**src/rtl/ovt_pkg.sv**
```systemverilog
// Package for the vendor prefix table: widths, opcodes, status codes and the
// command/status structs between controller and datapath. No dependencies.
package ovt_pkg;
   localparam int unsigned TableEntries = 16384;
   localparam int unsigned AddrW  = $clog2(TableEntries);
   localparam int unsigned CountW = AddrW + 1;
   localparam int unsigned PrefixW = 24;
   localparam int unsigned PosW   = 14;
   localparam int unsigned RandW  = 32;

   typedef enum logic [1:0] {
      OP_CLEAR  = 2'd0,
      OP_INSERT = 2'd1,
      OP_LOOKUP = 2'd2,
      OP_PICK   = 2'd3
   } opcode_type;

   typedef enum logic [1:0] {
      ST_OK        = 2'd0,
      ST_NOT_FOUND = 2'd1,
      ST_FULL      = 2'd2,
      ST_EMPTY     = 2'd3
   } status_type;

   localparam logic [1:0] CLASS_WIRELESS = 2'd0;
   localparam logic [1:0] CLASS_OTHER    = 2'd1;

   typedef struct packed {
      logic load;        // capture request
      logic clear;
      logic search_init;
      logic search_step; // issue read at mid
      logic search_upd;  // compare read data
      logic pos_read;    // read at lo
      logic merge_wr;    // write merged mark at lo
      logic shift_init;
      logic shift_rd;    // read idx-1
      logic shift_wr;    // write idx
      logic ins_wr;      // write new entry at lo
      logic mod_init;
      logic mod_step;
      logic scan_init;
      logic scan_rd;
      logic scan_chk;
      logic set_result;  // latch result from entry at lo
      logic set_empty;
      logic set_full;
      logic set_miss;
      logic set_ok_zero;
   } cmd_type;

   typedef struct packed {
      opcode_type op;
      logic search_done;
      logic hit;        // entry at lo matches
      logic full;
      logic already_w;  // hit entry already wireless or no wireless given
      logic shift_done;
      logic mod_done;
      logic class_empty;
      logic class_any;
      logic scan_hit;
      logic scan_end;
   } stat_type;
endpackage

```
**src/rtl/ovt_ctrl.sv**
```systemverilog
// Controller state machine sequencing each request through the datapath.
// Depends on ovt_pkg.
module ovt_ctrl (
   input  logic              clock,
   input  logic              reset,
   input  logic              req_fire,
   output logic              req_ready,
   output logic              rsp_valid,
   input  logic              rsp_ready,
   output ovt_pkg::cmd_type  cmd,
   input  ovt_pkg::stat_type stat
);
   import ovt_pkg::*;

   typedef enum logic [13:0] {
      S_IDLE   = 14'b00000000000001,
      S_DISP   = 14'b00000000000010,
      S_SRCH   = 14'b00000000000100,
      S_SWAIT  = 14'b00000000001000,
      S_POSRD  = 14'b00000000010000,
      S_POSCHK = 14'b00000000100000,
      S_SHRD   = 14'b00000001000000,
      S_SHWR   = 14'b00000010000000,
      S_MOD    = 14'b00000100000000,
      S_MODCHK = 14'b00001000000000,
      S_SCRD   = 14'b00010000000000,
      S_SCCHK  = 14'b00100000000000,
      S_PICKRD = 14'b01000000000000,
      S_RESP   = 14'b10000000000000
   } state_type;

   state_type state_ff, state_in;

   assign req_ready = state_ff == S_IDLE;
   assign rsp_valid = state_ff == S_RESP;

   always_comb begin
      state_in = state_ff;
      cmd = '0;
      case (state_ff)
         S_IDLE: begin
            if (req_fire) begin
               cmd.load = 1'b1;
               state_in = S_DISP;
            end
         end
         S_DISP: begin
            case (stat.op)
               OP_CLEAR: begin
                  cmd.clear = 1'b1;
                  cmd.set_ok_zero = 1'b1;
                  state_in = S_RESP;
               end
               OP_PICK: begin
                  cmd.mod_init = 1'b1;
                  state_in = S_MODCHK;
               end
               default: begin
                  cmd.search_init = 1'b1;
                  state_in = S_SRCH;
               end
            endcase
         end
         S_SRCH: begin
            if (stat.search_done) begin
               cmd.pos_read = 1'b1;
               state_in = S_POSCHK;
            end else begin
               cmd.search_step = 1'b1;
               state_in = S_SWAIT;
            end
         end
         S_SWAIT: begin
            cmd.search_upd = 1'b1;
            state_in = S_SRCH;
         end
         S_POSCHK: begin
            if (stat.hit) begin
               cmd.set_result = 1'b1;
               if (stat.op == OP_INSERT && !stat.already_w) begin
                  cmd.merge_wr = 1'b1;
               end
               state_in = S_RESP;
            end else if (stat.op == OP_LOOKUP) begin
               cmd.set_miss = 1'b1;
               state_in = S_RESP;
            end else if (stat.full) begin
               cmd.set_full = 1'b1;
               state_in = S_RESP;
            end else begin
               cmd.shift_init = 1'b1;
               state_in = S_SHRD;
            end
         end
         S_SHRD: begin
            if (stat.shift_done) begin
               cmd.ins_wr = 1'b1;
               state_in = S_RESP;
            end else begin
               cmd.shift_rd = 1'b1;
               state_in = S_SHWR;
            end
         end
         S_SHWR: begin
            cmd.shift_wr = 1'b1;
            state_in = S_SHRD;
         end
         S_MODCHK: begin
            if (stat.class_empty) begin
               cmd.set_empty = 1'b1;
               state_in = S_RESP;
            end else begin
               state_in = S_MOD;
            end
         end
         S_MOD: begin
            cmd.mod_step = 1'b1;
            if (stat.mod_done) begin
               if (stat.class_any) begin
                  state_in = S_PICKRD;
               end else begin
                  cmd.scan_init = 1'b1;
                  state_in = S_SCRD;
               end
            end
         end
         S_PICKRD: begin
            cmd.pos_read = 1'b1;
            state_in = S_POSRD;
         end
         S_POSRD: begin
            cmd.set_result = 1'b1;
            state_in = S_RESP;
         end
         S_SCRD: begin
            if (stat.scan_end) begin
               cmd.set_empty = 1'b1;
               state_in = S_RESP;
            end else begin
               cmd.scan_rd = 1'b1;
               state_in = S_SCCHK;
            end
         end
         S_SCCHK: begin
            cmd.scan_chk = 1'b1;
            state_in = stat.scan_hit ? S_PICKRD : S_SCRD;
         end
         S_RESP: begin
            if (rsp_ready) begin
               state_in = S_IDLE;
            end
         end
         default: begin
            state_in = S_IDLE;
         end
      endcase
   end

   always_ff @(posedge clock) begin
      if (reset) begin
         state_ff <= S_IDLE;
      end else begin
         state_ff <= state_in;
      end
   end
endmodule

```
**config.mk**
```make
export PLATFORM = sky130hd
export DESIGN_NAME = ovt_ctrl
export DESIGN_NICKNAME = d
export VERILOG_FILES = /design/src/rtl/ovt_pkg.sv /design/src/rtl/ovt_ctrl.sv
export SDC_FILE = /design/constraint.sdc
export NUM_CORES = 1
export LEC_CHECK = 0
export ABC_AREA = 1
export BUFFER_PORTS_ARGS = -buffer_cell sky130_fd_sc_hd__buf_2
export CAP_MARGIN = 5
export CORE_MARGIN = 4
export CORE_UTILIZATION = 45
export CTS_CLUSTER_DIAMETER = 60
export DETAILED_ROUTE_END_ITERATION = 7
export PLACE_DENSITY_LB_ADDON = 0.3
export SYNTH_ARGS = -nofsm -noshare
export SYNTH_HDL_FRONTEND = slang
export SYNTH_SLANG_ARGS = --single-unit
```
**constraint.sdc**
```tcl
create_clock -name clock -period 1.3 [get_ports clock]
set_input_delay 0.26 -clock clock [delete_from_list [all_inputs] [get_ports clock]]
set_output_delay 0.26 -clock clock [all_outputs]
set_load 0.01 [all_outputs]
```
* Yosys cells after proc, flatten, opt, wreduce, memory -nomap -nowiden
Index checks and enable logic that the tools add are counted.
** Word-level totals
- Register bits :: 14
- Input bits :: 16
- Word-level logic and storage cells :: 80
** Cells by class
- Equal/unequal tests :: 20
- Mux-type cells :: 54
- Reduce and logical (&&, ||, !) cells :: 5
** Operators by type and width (count)
- 14-bit case mux with 14 select lines :: 1
- 14-bit 2-to-1 mux :: 9
- 1-bit 2-to-1 mux :: 32
- 14-bit case mux with 2 select lines :: 1
- 13-bit 2-to-1 mux :: 2
- 14-bit by 1-bit equality test with 1-bit output (second input constant) :: 1
- 14-bit by 10-bit equality test with 1-bit output (second input constant) :: 1
- 14-bit by 11-bit equality test with 1-bit output (second input constant) :: 1
- 14-bit by 12-bit equality test with 1-bit output (second input constant) :: 1
- 14-bit by 13-bit equality test with 1-bit output (second input constant) :: 1
- 14-bit equality test (second input constant) :: 1
- 14-bit by 2-bit equality test with 1-bit output (second input constant) :: 1
- 14-bit by 3-bit equality test with 1-bit output (second input constant) :: 1
- 14-bit by 4-bit equality test with 1-bit output (second input constant) :: 1
- 14-bit by 5-bit equality test with 1-bit output (second input constant) :: 1
- 14-bit by 6-bit equality test with 1-bit output (second input constant) :: 1
- 14-bit by 7-bit equality test with 1-bit output (second input constant) :: 1
- 14-bit by 8-bit equality test with 1-bit output (second input constant) :: 1
- 14-bit by 9-bit equality test with 1-bit output (second input constant) :: 1
- 2-bit 2-to-1 mux :: 5
- 6-bit 2-to-1 mux :: 1
- 1-bit case mux with 2 select lines :: 3
- 2-bit equality test (second input constant) :: 2
- 2-bit inequality test (second input constant) :: 2
- other kinds (7) :: 7

* Longest topological paths before layout
Gate-level depths: netlist (run 1).
- Word-level depth :: 5
- Gate-level depth with buffers :: 12
- Depth with buffers taken out :: 12

* Least setup slack after synthesis (run 1)
OpenSTA, ideal clock, no wires.
- Path kind :: register to output
- Start point :: register state_ff[8]
- End point :: output port cmd[14] in the netlist's numbering
- Arrival :: 1247 ps
- Setup slack :: -207 ps
- Cell stages (with the launch flop) :: 8
- Buffers on the path :: 0
- Path through :: dfxtp_1 -> nor2_2 -> nand3_2 -> inv_2 -> nand2_1 -> inv_1 -> nand2_1 -> nor3b_1
** RTL lines
- start: declaration :: line ovt_ctrl.sv:32 : state_type state_ff, state_in;
- start signal: assignment :: line ovt_ctrl.sv:163 : state_ff <= state_in;
- end: declaration :: line ovt_ctrl.sv:10 : output ovt_pkg::cmd_type cmd,

==> metrics.yaml, run 1 <==
critical_path:
  r2r_cells: 11
  arrival_ns: 1.52
  r2r_slack_ns: -0.43
  end_kind: "primary output"
  crit_type: "flip-flop to primary output"
  cp_num_buf_inv: 1
  crit_path_frequent_cell: "nand2_4"
  cp_slowest_cell: "dfxtp_4"
  crit_family: "simple AND/OR/NAND/NOR gates"
  path_max_fanout: 8
  start_kind: "flip-flop"
  path_cells: "nor2_4 > nand2_4 > nor2_8 > nand2_4 > o21ai_2 > buf_2"
  cp_num_cells: 6
  critPathRequiredTime_ns: 1.04
  max_stage_delay_ns: 0.38
clock_tree:
  hold_buffers: 0
  htreeDepth: 1
  ctsRootBufferMaster: "clkbuf_4"
  cts_tree: "yes"
  max-clock-path-buffers: 2
  clk_latency_ns: 0.28
  clk_pin_slew_worst_paths_ns: 0.10
  cts_sinks: 14
  cts_buffers: 3
drt:
  wirelength_um: 4802
  drcViolationCount: 0
  wl_per_cell_um: 15.90
  postRouteAntennaNets: 0
  avgViaCountPerCell: 5.368
  vias: 1621
  first_pass_iters: 4
  drtIter0Drc: 105
floorplan:
  io_pins: 39
  die_x_um: 58.52
  die_h_um: 58.52
  dieArea_mm2: 0.003425
  start_util_pct: 46.79
  rows: 18
  core_mm2: 0.002455
timing:
  fin_ws_ns: -0.4839
  fin_hold_ws_ns: 0.1705
  hold_viol: 0
  finalMaxSlewViolations: 0
  setup_viol: 32
  tightestPinTransition_ns: 0.4459
  fin_crit_sh_pct: 137.2
  max_freq_mhz: 560.6
  grt_setup_unrepaired: "true"
  relSlewSlack_pct: 70.04
  fin_worst_skew_ns: 0.005895
  fin_crit_ns: 1.784
yosys:
  async_flop_share_pct: 0
  synth_enable_flop_cells: 0
  synth-seq-cells: 14
  synth.most_common_cell: "nand2_1"
  syn-cell-area_mm2: 0.001149
  ys_types: 26
  netlist.top_cell.by_area: "dfxtp_1"
  syn_avg_cell_area_um2: 6.077
  yosys_warnings: 0
  syn_nets: 210
  yosysSeqAreaShare_pct: 24.40
  synth_top_area_share_pct: 24.40
  syn_inst: 189
  ys.flop_type: "dfxtp_1"
  synthTopCellsByCount: "45 x nand2_1, 33 x inv_1, 33 x nor2_1, 14 x dfxtp_1"
  synth_area_leaders: "dfxtp_1 24%, nand2_1 15%, inv_1 11%, nor2_1 11%, ha_1 5.4%"
power_and_ir_drop:
  leakagePower_nw: 1.163
  p_per_area_mw_per_mm2: 843.0
  vdd_ir_drop_max_mv: 0.7516
cells_and_area:
  reg_top3: "state_ff: 14 flops"
  seqCellArea_um2: 296.5
  largest_reg_flops: 14
  num-fill-cells: 144
  areaGrowthSynthToFinish_pct: 79.85
  drive_gt1_share_pct: 60.66
  top_register: "state_ff"
  multi_input_area_um2: 937.1
  stdcell_count: 302
  diodes: 0
  finalNetCount: 294
global_route:
  grt_pass1_vias: 1447
  track_usage_pct: 22.64
  antenna_found_initial: 0
  grt_max_degree: 13
  overflow: 0
  grt_pass1_wl_um: 5996
status:
  violations: "setup timing"
  status: "complete, but fails checks"
flow_run:
  maxCapViolations: 0
placed_design:
  dp_hpwl_um: 2518
  place_ws_ns: -0.1623
  place_inst: 273
  gp_congestion: 0.8613
  port_buffers: 38
min_path:
  holdPathStages: 2
  hp-class: "input port to flip-flop"
## power by group
group          internal, mW  switching [mW]
clock                 0.170           0.165
sequential            0.460          0.0259
combinational         0.406           0.515
## final timing paths
check                                               from                       end
worst max register to register  state_ff[5]$_SDFFE_PP0P_  state_ff[0]$_SDFFE_PP1P_
worst min register to register  state_ff[3]$_SDFFE_PP0P_  state_ff[5]$_SDFFE_PP0P_
worst max-delay path            state_ff[5]$_SDFFE_PP0P_                    cmd[3]
worst min-delay path                             stat[5]  state_ff[7]$_SDFFE_PP0P_
## through the flow
step | instance area [um^2] | setup TNS, ns | total power [mW] | util [%]
2_1_floorplan | 1216 | -0.07544 | 0.8603 | -
3_3_place_gp | 1568 | -1.545 | 1.037 | 63.86
3_5_place_dp | 1568 | -1.908 | 1.049 | 63.86
4_1_cts | 1901 | -10.23 | 1.570 | 77.42
5_1_grt | 2066 | -13.84 | 1.818 | 84.15
6_report | 2066 | -11.81 | 1.741 | 84.15
## cell type report
type                       instances  share of cell area [%]
tap                               30                   1.817
timing repair buffer              81                   29.44
multi-input combinational        135                   45.37
clock buffer                       4                   1.757
inverter                          38                   7.268
sequential                        14                   14.35
## metal layers
| metal | global-route usage [%] | wire length, um |
|---|---|---|
| met1 | 27.39 | 1774 |
| met2 | 38.76 | 2485 |
| met3 | 3.509 | 406 |
| met4 | 10.93 | 136 |
| met5 | 0 | 0 |
## placed cells by master, fill, tap and decap left out
cell type	synthesis	final
o21ai_1	5	3
nor2_2	5	11
ha_1	5	5
clkbuf_8	0	1
nand2_1	45	32
o22ai_1	1	1
nand3_1	8	4
nand2_2	3	9
nand3b_1	1	1
buf_2	0	30
nor3_1	8	7
buf_4	1	31
and2_4	0	1
o21ai_2	1	3
nor3_2	0	1
a21oi_2	0	2
inv_1	33	28
o21ai_0	2	2
o21a_1	1	1
buf_6	0	20
nor2_8	1	1
nor2_4	5	14
nand3_2	2	6
nand2_4	2	8
nor4_2	0	1
nor3b_2	0	3
dfxtp_4	0	2
dfxtp_2	0	7
nor2_1	33	18
inv_2	5	7
clkbuf_4	0	3
dfxtp_1	14	5
inv_4	0	3
nand2_8	0	1
## logic make-up (layout without fill, tap and decap cells)
kind of cell / after synthesis / count (layout) / share of synthesized area [%]
flip-flops: 14 / 14 / 24.40
buffers and inverters: 40 / 123 / 13.40
AO/OA/AOI/OAI: 12 / 12 / 5.883
AND/OR/NAND/NOR: 118 / 118 / 50.87
adder cells (fa/ha/maj): 5 / 5 / 5.447
## timing repair
item / 4_1_cts / 5_1_grt
setup buffers: 22 / 7
gates resized for setup: 35 / 42
setup endpoints to repair: 29 / 35
pin swaps: 15 / 20
## worst register-to-register path: stages (launching register included)
cell and delay (ns):
dfxtp_4 0.38, nor2_4 0.14, nand2_4 0.12, nor2_8 0.21, buf_6 0.14, nand3_1 0.18
o21ai_2 0.15, inv_1 0.06, nand2_1 0.08, nand2_1 0.05, nand2_1 0.07, nand2_1 0.06
(Power assumes the default switching activity.)
==> inputs of run 2 (changes only) <==
- PLACE_DENSITY_LB_ADDON: 0.3 -> 0.12
==> metrics.yaml, run 2 (synthesis gave the netlist of run 1 again) <==
status:
  status: "complete, but fails checks"
  violations: "setup timing"
floorplan:
  start_util_pct: 46.79  # unchanged
  core_mm2: 0.002455  # unchanged
  dieArea_mm2: 0.003425  # unchanged
  io_pins: 39  # unchanged
  die_x_um: 58.52  # unchanged
  die_h_um: 58.52  # unchanged
  rows: 18  # unchanged
timing:
  finalMaxSlewViolations: 0  # unchanged
  max_freq_mhz: 560.6  # about the same
  fin_crit_ns: 1.784  # -0.00001100 ns
  fin_crit_sh_pct: 137.2  # about the same
  fin_worst_skew_ns: 0.001810  # -0.004085 ns
  relSlewSlack_pct: 71.29  # +1.3 points
  hold_viol: 0  # unchanged
  grt_setup_unrepaired: "true"
  tightestPinTransition_ns: 0.4273  # -0.01862 ns
  fin_tns_setup_ns: -10.63  # +1.177 ns
  fin_ws_ns: -0.4839  # +0.00001100 ns
  fin_hold_ws_ns: 0.1560  # -0.01449 ns
  setup_viol: 31  # -3.1%
clock_tree:
  clk_latency_ns: 0.29  # about the same
  cts_tree: "yes"
  ctsRootBufferMaster: "clkbuf_4"
  htreeDepth: 1  # unchanged
  cts_sinks: 14  # unchanged
  clk_pin_slew_worst_paths_ns: 0.09  # about the same
  cts_buffers: 3  # unchanged
  hold_buffers: 0  # unchanged
  max-clock-path-buffers: 2  # unchanged
critical_path:
  start_kind: "flip-flop"
  cp_num_buf_inv: 3  # +2
  crit_type: "flip-flop to primary output"
  max_stage_delay_ns: 0.37  # about the same
  path_cells: "inv_2 > nor2_2 > nand2_2 > nor2_4 > nand2_4 > inv_4 > nand2_2 > nor3b_2 > buf_2"
  end_kind: "primary output"
  arrival_ns: 1.52  # about the same
  cp_slowest_cell: "dfxtp_2"
  r2r_cells: 13  # +2
  crit_family: "simple AND/OR/NAND/NOR gates"
  critPathRequiredTime_ns: 1.04  # about the same
  path_max_fanout: 4  # -4
  cp_num_cells: 9  # +3
  crit_path_frequent_cell: "nand2_2"
drt:
  first_pass_iters: 4  # unchanged
  postRouteAntennaNets: 0  # unchanged
  wirelength_um: 3996  # -17%
  avgViaCountPerCell: 5.034  # -6.2%
  drcViolationCount: 0  # unchanged
  wl_per_cell_um: 13.73  # -14%
  vias: 1465  # -9.6%
  drtIter0Drc: 77  # -27%
placed_design:
  place_area_mm2: 0.001575  # +0.48%
  gp_congestion: 0.8812  # +2.3%
  place_ws_ns: -0.1674  # -0.005082 ns
  port_buffers: 38  # unchanged
  dp_hpwl_um: 2584  # +2.6%
power_and_ir_drop:
  p_per_area_mw_per_mm2: 865.5  # +2.7%
  finalPower_mw: 1.707  # -2.0%
  vdd_ir_drop_max_mv: 0.7009  # -6.7%
  leakagePower_nw: 1.077  # -7.4%
global_route:
  overflow: 0  # unchanged
  grt_pass1_wl_um: 5940  # -0.93%
  grt_pass1_vias: 1375  # -5.0%
  grt_max_degree: 13  # unchanged
  track_usage_pct: 22.09  # -0.55 points
  antenna_found_initial: 0  # unchanged
cells_and_area:
  drive_gt1_share_pct: 60.15  # -0.51 points
  num-fill-cells: 153  # +6.3%
  design_area_mm2: 0.001972  # -4.5%
  diodes: 0  # unchanged
  final_cell_mix: "31 x buf_2, 29 x nand2_1, 27 x inv_1"
  areaGrowthSynthToFinish_pct: 71.68
  top_register: "state_ff"
  layout_commonest_cell: "buf_2"
  largest_reg_flops: 14  # unchanged
  finalNetCount: 284  # -3.4%
  reg_top3: "state_ff: 14 flops"
flow_run:
  maxCapViolations: 0  # unchanged
min_path:
  holdPathStages: 2  # unchanged
  hp-class: "input port to flip-flop"
==> run 2: final timing paths <==
| kind | from | to | slack, ns |
|---|---|---|---|
| min reg2reg | state_ff[10]$_SDFFE_PP0P_ | state_ff[11]$_SDFFE_PP0P_ | 0.67 |
| min | stat[5] | state_ff[7]$_SDFFE_PP0P_ | 0.16 |
| max reg2reg | state_ff[12]$_SDFFE_PP0P_ | state_ff[0]$_SDFFE_PP1P_ | -0.31 |
| max | state_ff[5]$_SDFFE_PP0P_ | cmd[14] | -0.48 |
==> run 2: timing repair <==
action / 4_1_cts / 5_1_grt
setup buffers: 10 / 5
resized for setup: 36 / 40
pin swaps: 14 / 18
setup endpoints to repair: 31 / 33
==> run 2: cell type report <==
class                      instances  area, um^2  area share (%)
multi-input combinational        135       948.4           48.10
inverter                          38       150.1           7.614
sequential                        14       297.8           15.10
tap                               30       37.54           1.904
timing repair buffer              71       515.5           26.14
clock buffer                       3       22.52           1.142
==> run 2: report_power, final <==
group / internal, mW / leakage, nW / switching, mW
sequential: 0.454 / 0.120 / 0.0264
combinational: 0.444 / 0.944 / 0.511
clock: 0.108 / 0.0138 / 0.164
==> run 2: metrics by stage <==
step | utilization (%) | instances
after global placement | 64.17 | 274
after floorplan | - | 189
after detailed placement | 64.17 | 274
final | 80.33 | 291
after global routing | 80.33 | 291
after CTS | 73.19 | 287
==> run 2: metal layers <==
layer / GRT usage [%] / vias to the layer above / part of all wire, %
met2: 38.60 / 64 / 52
met1: 28.59 / 675 / 41
met3: 4.605 / 5 / 6.4
met4: 2.649 / 0 / 1.0
li1: - / 721 / -
met5: 0 / - / 0
==> run 2: worst reg2reg max path, cell delays in order, from the launching register on <==
cell	delay, ns
dfxtp_2	0.35
nor2_4	0.16
nand3_4	0.12
inv_4	0.11
buf_8	0.15
nand2_8	0.07
buf_6	0.12
nand2_4	0.05
buf_4	0.11
nor2_1	0.05
nand2_1	0.06
o21ai_1	0.07
nand2_1	0.08
nand2_1	0.04
